File: src/rtl/cti_pkg.sv
// Package for the cubic table interpolator: widths, codes, states and helpers.
// No dependencies.
`timescale 1ns / 1ps
package cti_pkg;
  localparam int DefaultDepth = 4096;
  localparam int CountWidth   = 13;
  localparam int IndexWidth   = 12;

  typedef enum logic {
    OP_LOAD  = 1'b0,
    OP_QUERY = 1'b1
  } op_t;

  typedef enum logic [4:0] {
    S_IDLE,
    S_EDGE_RD,
    S_EDGE_WAIT,
    S_EDGE_CHK,
    S_SRCH_RD,
    S_SRCH_WAIT,
    S_SRCH_CHK,
    S_PTS_RD,
    S_PTS_WAIT,
    S_PTS_CAP,
    S_STG_SETUP,
    S_STG_DIV,
    S_STG_MUL,
    S_STG_ADD,
    S_OUT
  } state_t;

  // divider handshake between the top level and the divider
  typedef struct packed {
    logic start;
    logic busy;
    logic done;
  } div_ctrl_t;

  // saturate a 64-bit signed value to 32 bits
  function automatic logic [32:0] clip32(input logic signed [63:0] v);
    logic [32:0] r;
    if (v > 64'sd2147483647) begin
      r = {1'b1, 32'h7fffffff};
    end else if (v < -64'sd2147483648) begin
      r = {1'b1, 32'h80000000};
    end else begin
      r = {1'b0, v[31:0]};
    end
    return r;
  endfunction
endpackage

File: src/rtl/cti_divider.sv
// Restoring signed divider, truncating toward zero, one quotient bit a cycle.
// Depends on cti_pkg for the control struct.
`timescale 1ns / 1ps
module cti_divider import cti_pkg::*; (
  input  logic               clk,
  input  logic               rst,
  input  logic               start,
  input  logic signed [63:0] dividend,
  input  logic signed [32:0] divisor,
  output div_ctrl_t          ctrl,
  output logic signed [63:0] quotient
);
  logic [63:0] num;
  logic [63:0] rem;
  logic [32:0] den;
  logic        neg;
  logic [6:0]  cnt;
  logic        busy;
  logic        done;
  logic [64:0] trial;

  assign trial = {rem[63:0], num[63]} - {32'd0, den};

  always_ff @(posedge clk) begin
    if (rst) begin
      busy <= 1'b0;
      done <= 1'b0;
      cnt  <= '0;
    end else begin
      done <= 1'b0;
      if (start && !busy) begin
        busy <= 1'b1;
        cnt  <= 7'd64;
        num  <= dividend[63] ? 64'(-dividend) : dividend;
        den  <= divisor[32] ? 33'(-divisor) : divisor;
        neg  <= dividend[63] ^ divisor[32];
        rem  <= '0;
      end else if (busy) begin
        // shift in one dividend bit, keep the remainder if it fits
        if (!trial[64]) begin
          rem <= trial[63:0];
          num <= {num[62:0], 1'b1};
        end else begin
          rem <= {rem[62:0], num[63]};
          num <= {num[62:0], 1'b0};
        end
        cnt <= cnt - 7'd1;
        if (cnt == 7'd1) begin
          busy <= 1'b0;
          done <= 1'b1;
        end
      end
    end
  end

  assign quotient   = neg ? 64'(-num) : num;
  assign ctrl.start = start;
  assign ctrl.busy  = busy;
  assign ctrl.done  = done;
endmodule

File: config.mk
export PLATFORM = sky130hd
export DESIGN_NAME = cti_divider
export DESIGN_NICKNAME = d
export VERILOG_FILES = /design/src/rtl/cti_pkg.sv /design/src/rtl/cti_divider.sv
export SDC_FILE = /design/constraint.sdc
export NUM_CORES = 1
export LEC_CHECK = 0
export BUFFER_PORTS_ARGS = -buffer_cell sky130_fd_sc_hd__buf_4
export CORE_AREA = 2 2 146 291
export DETAILED_ROUTE_END_ITERATION = 8
export DIE_AREA = 0 0 148 293
export GPL_TIMING_DRIVEN = 0
export PLACE_DENSITY = 0.51
export SLEW_MARGIN = 0
export SYNTH_ARGS = -nofsm -noshare
export SYNTH_HDL_FRONTEND = slang
export SYNTH_SLANG_ARGS = --single-unit
File: constraint.sdc
create_clock -name clk -period 20.9 [get_ports clk]
set_input_delay 2.09 -clock clk [delete_from_list [all_inputs] [get_ports clk]]
set_output_delay 2.09 -clock clk [all_outputs]
set_load 0.01 [all_outputs]
=== After elaboration in Yosys (flattened, before gate mapping) ===
Index checks and enable logic that the tools add are counted.

* Register bits after elaboration: 171
* Input bits: 100
* Output and inout port bits: 67
* Logic and storage cells: 39

* $add $sub $neg: 5
* Equality and inequality tests: 1
* Mux-type cells: 14
* Bitwise operators: 3
* Reductions and logical operators: 7

{| class="wikitable"
|+ Operators by type and width
! cell !! count
|-
| $mux W64 || 6
|-
| $neg A64 Y64 || 2
|-
| $sub A65 B33 Y65 || 1
|-
| $neg A33 Y33 || 1
|-
| $mux W32 || 1
|-
| $mux W7 || 2
|-
| $eq A7 B1 Y1 const B || 1
|-
| $sub A7 B1 Y7 const B || 1
|-
| $mux W1 || 5
|-
| $reduce_and A2 Y1 || 2
|-
| $reduce_or A3 Y1 || 1
|-
| $not A1 Y1 || 2
|-
| $reduce_bool A2 Y1 || 1
|-
| $reduce_or A2 Y1 || 1
|-
| $logic_and A1 B1 Y1 || 1
|-
| $logic_not A1 Y1 || 1
|-
| $xor A1 B1 Y1 || 1
|}

=== Longest topological paths before layout ===
* Depth in word-level cells: 4
* Gate-level depth with buffers: 14
* Depth with buffers taken out: 12

=== Least setup slack after synthesis ===
OpenSTA, ideal clock, no wires.

* Path type: input -> register
* From: in start
* To: reg num[0] (enable)
* Setup time: 0.617 ns
* Data arrival time: 7.470 ns
* Required time: 20.283 ns
* Setup slack: 12.813 ns
* Stages: 2
* Path buffers: 0
* Cell sequence: nor2_1 -> nor2_1

* Cells in the longest elaborated chain, start to end: 3

{| class="wikitable"
|+ Ends and longest elaborated chain
! what !! line !! source
|-
| start, declared || cti_divider.sv:7 || <nowiki>input logic start,</nowiki>
|-
| $logic_and A1 B1 Y1 || cti_divider.sv:31 || <nowiki>if (start && !busy) begin</nowiki>
|-
| $reduce_bool A2 Y1 (no line) || - ||
|-
| $reduce_and A2 Y1 (no line) || - ||
|-
| end signal, assigned || cti_divider.sv:34 || <nowiki>num <= dividend[63] ? 64'(-dividend) : dividend;</nowiki>
|-
| end signal, assigned || cti_divider.sv:42 || <nowiki>num <= {num[62:0], 1'b1};</nowiki>
|-
| end signal, assigned || cti_divider.sv:45 || <nowiki>num <= {num[62:0], 1'b0};</nowiki>
|-
| end, declared || cti_divider.sv:13 || <nowiki>logic [63:0] num;</nowiki>
|}

Every way passes these cells.
A chain may end at the register's enable or synchronous reset.

=== Worst setup path in the final report ===
* From: reg num[10]
* To: out quotient[63]

* Cells in the longest elaborated chain, start to end: 2

{| class="wikitable"
|+ Ends and longest elaborated chain
! what !! line !! source
|-
| $neg A64 Y64 || cti_divider.sv:56 || <nowiki>assign quotient = neg ? 64'(-num) : num;</nowiki>
|-
| $mux W64 || cti_divider.sv:56 ||
|-
| end, declared || cti_divider.sv:11 || <nowiki>output logic signed [63:0] quotient</nowiki>
|}

Every way passes these cells.

==> reports/results.tsv <==
stage	metric	value	unit
timing	fin_crit	6205	ps
worst_setup_path	worst_path_max_delay_cell	or4_1	
timing	final.setup_skew	13.74	ps
synthesis	synth_seq_cells	171	
global_route	antenna_found_initial	0	
route	wl_per_cell	21.40	µm
global_route	grtUsageTotal	21.83	%
worst_setup_path	slowest_delay	570	ps
synthesis	netlist.area_leader.share	37.42	%
timing	setup_ws	14690	ps
clock_tree	htree_levels	4	
clock_tree	numCtsBuffers	17	
timing	hold_viol_final	0	
power_and_ir_drop	power.internal	0.0007151	W
clock_tree	cts.sinks	171	
power_and_ir_drop	clkPwrFrac	32.1	%
worst_setup_path	critical_path_class	reg -> out	
route	routed_wirelength	47680	µm
floorplanning	rows	105	
global_route	grt_use_met3	3.152	%
timing	rsz0062_at_grt	false	
floorplanning	ioPinCount	167	
synthesis	synth.yosys.seq_area_share	38.81	%
global_route	grt_overflow	0	
route	via_per_inst	5.428	
route	first_pass_iters	5	
placed_design	io_buffers	164	
worst_setup_path	cp_max_fo	5	
route	drtAntennaViolNets	0	
clock_tree	cts_tree	built	
synthesis	ys_async_sr_fraction	0	%
final_layout	final_nets	1820	
worst_setup_path	cp_data_required_time	18810	ps
global_route	grt_pass1_vias	12487	
worst_setup_path	crit-reg2reg-launch	num[63]	
final_layout	insertedDiodeCount	0	
synthesis	syn_area	13000	µm²
timing	period_share	29.69	%
timing	max_slew_margin	33.40	%
worst_setup_path	crit_start	num[10]	
clock_tree	insertion_delay	460	ps
synthesis	yosys-top-cells-area	edfxtp_1 37%, xnor2_1 9.0%, nand2_1 6.5%	
synthesis	yosys_warnings	0	
synthesis	yosysUniqueCellTypes	69	
route	vias	12093	
route	drc	0	
global_route	grt_pass1_wl	71320	µm
timing	setup_viol	0	
clock_tree	postCtsSetupBuffers	0	
timing	report.final.slew_viol_count	0	
run	maxCapViolCount	0	
power_and_ir_drop	fin_total_pwr	0.001058	W
placed_design	dp_slack	15160	ps
floorplanning	initial_core_util	31.71	%
synthesis	synth_area_leader_cell	edfxtp_1	
power_and_ir_drop	ir_drop	0.06074	mV
placed_design	hpwl	38870	µm
hold_path	hp-start	cnt[1]	
power_and_ir_drop	combinationalPowerShare	26.7	%
synthesis	synth_edf_count	162	
final_layout	final_layout_size_suffix_gt1_share	14.77	%
power_and_ir_drop	pwr-share-seq	41.1	%
power_and_ir_drop	powerDensity	67.72	nW/µm²
floorplanning	die_x	148	µm
synthesis	synth.avg_cell_area	8.706	µm²
power_and_ir_drop	p_leak	5.701	nW
timing	clock.fmax	0.1611	GHz
clock_tree	cts.clk_slew.worst_paths	80	ps
placed_design	place_congestion	0.9602	
final_layout	area_delta_synth_final	20.21	%
clock_tree	ctsHoldBuffers	0	
worst_setup_path	cp_data_arrival_time	4120	ps
floorplanning	die_h	293	µm
power_and_ir_drop	power_switching	0.0003431	W
global_route	met2_usage	44.51	%
hold_path	hold_path.class	reg -> reg	
synthesis	ys.flop_type	edfxtp_1	
timing	timing.setup.tns	0	ps
floorplanning	dieArea	43360	µm²
status	outcome	complete, no violations	
clock_tree	cts-root-buf	clkbuf_16	
clock_tree	cts_resized	0	
worst_setup_path	crit_chain	or4_1 > nor3_1 > nand4b_1 > or2_2 > or3_1 > o31ai_1 > xnor2_1 > buf_4	
clock_tree	clockBufferDepth	2	
global_route	top_usage_layer	met2	
global_route	grt_max_degree	35	
timing	worst_pin_slew	996.6	ps
synthesis	syn_nets	1632	
floorplanning	core	40990	µm²
worst_setup_path	cp-end-kind	output pin	
synthesis	syn-instance-count	1493	
power_and_ir_drop	p_sw_share	32.43	%
worst_setup_path	crit_path_start_kind	flip-flop	
final_layout	fill_cells	4304	
route	drt_iter0_drc	585	
global_route	grtUsageMet1	18.85	%
==> final cells by class <==
cell class | instances | area (µm²) | share of cell area, %
clock inverter | 13 | 167.7 | 1.073
inverter | 60 | 225.2 | 1.441
timing repair buffer | 169 | 1346 | 8.616
tap | 535 | 669.4 | 4.284
clock buffer | 18 | 429.2 | 2.746
multi-input combinational | 1194 | 7467 | 47.79
sequential | 171 | 5045 | 32.28
buffer | 68 | 276.5 | 1.770
==> synth_stat cells (5+ instances only) <==
cell and n:
nand4_1 12, nor2b_1 7, a31o_2 9, nand2b_1 23
nand3b_1 8, or4_1 24, o21a_1 9, o21ai_0 145
xor2_1 56, or3_1 39, and2_1 7, mux2i_1 5
nor3_1 39, dfxtp_1 9, o41ai_1 26, buf_2 5
or2_2 16, nand2_1 226, nor4_1 19, a211oi_1 6
ha_1 38, edfxtp_1 162, o31ai_1 43, nor2_1 83
clkbuf_1 55, a21oi_1 106, a21o_1 19, a31oi_1 6
inv_1 60, xnor2_1 134, nand3_1 28
==> state kept, by name (all words and copies together) (netlist names) <==
signal  cells
den        33
neg         1
rem        64
num        64
busy        1
done        1
cnt         7
==> kinds of logic (layout without fill, tap and decap cells) <==
logic type      count (synthesis)  in the layout  share of synthesized area [%]
compound gates                397            397                          18.72
xor+xnor                      190            190                          12.80
fa+ha+maj                      39             39                          3.812
buf+inv                       128            328                          3.860
flops                         171            171                          38.81
mux                             5              5                         0.3850
simple gates                  563            563                          21.61
==> final timing paths <==
path,endpoint,slack (ps),depth (start not counted)
hold reg to reg,cnt[1],500,2
setup reg to reg,rem[42],16570,13
hold / removal,cnt[1],500,2
setup / recovery,quotient[63],14690,8
==> per-layer routing <==
layer / vias to the layer above / wire length (µm)
met2: 394 / 27590
met5: - / 0
met1: 5743 / 15140
met4: 0 / 3218
met3: 143 / 1738
li1: 5813 / -
==> metrics by stage <==
stage | std cells | hold WS (ps) | util, % | cell area, µm²
after CTS | 2228 | 496.3 | 38.12 | 15630
after global routing | 2228 | 520.3 | 38.12 | 15630
after global placement | 2192 | 477.9 | 36.35 | 14900
after detailed placement | 2197 | 486.7 | 36.67 | 15030
after floorplan | 1493 | 443.8 | - | 13000
final | 2228 | 501.3 | 38.12 | 15630
==> power by group through the flow <==
| stage | Combinational, W | Clock, W | Sequential, W |
|---|---|---|---|
| 3_5_place_dp | 0.000283 | 0 | 0.000443 |
| 5_1_grt | 0.000310 | 0.000353 | 0.000439 |
| 3_3_place_gp | 0.000278 | 0 | 0.000447 |
| 2_1_floorplan | 0.000172 | 0 | 0.000437 |
| 6_report | 0.000283 | 0.000340 | 0.000435 |
| 4_1_cts | 0.000284 | 0.000345 | 0.000435 |
==> cell usage in the layout, fill, tap and decap left out, drive strengths merged, types with 22 or more instances in the layout <==
cell / n
a21oi: 107
buf: 182
clkbuf: 73
edfxtp: 162
ha: 38
inv: 63
nand2: 226
nand2b: 23
nand3: 29
nor2: 84
nor3: 42
nor4: 22
o21ai: 146
o31ai: 43
o41ai: 26
or3: 39
or4: 28
xnor2: 134
xor2: 56
==> worst max-delay path: cells and delay by family, from the launching register on <==
kind | cells | cell delay, ps
buffers and inverters | 1 | 180
DFF | 1 | 450
xor gates and xnor gates | 1 | 210
and+or+nand+nor | 5 | 2520
AOI/OAI and AO/OA | 1 | 280
Power figures use the tool's default switching activity.
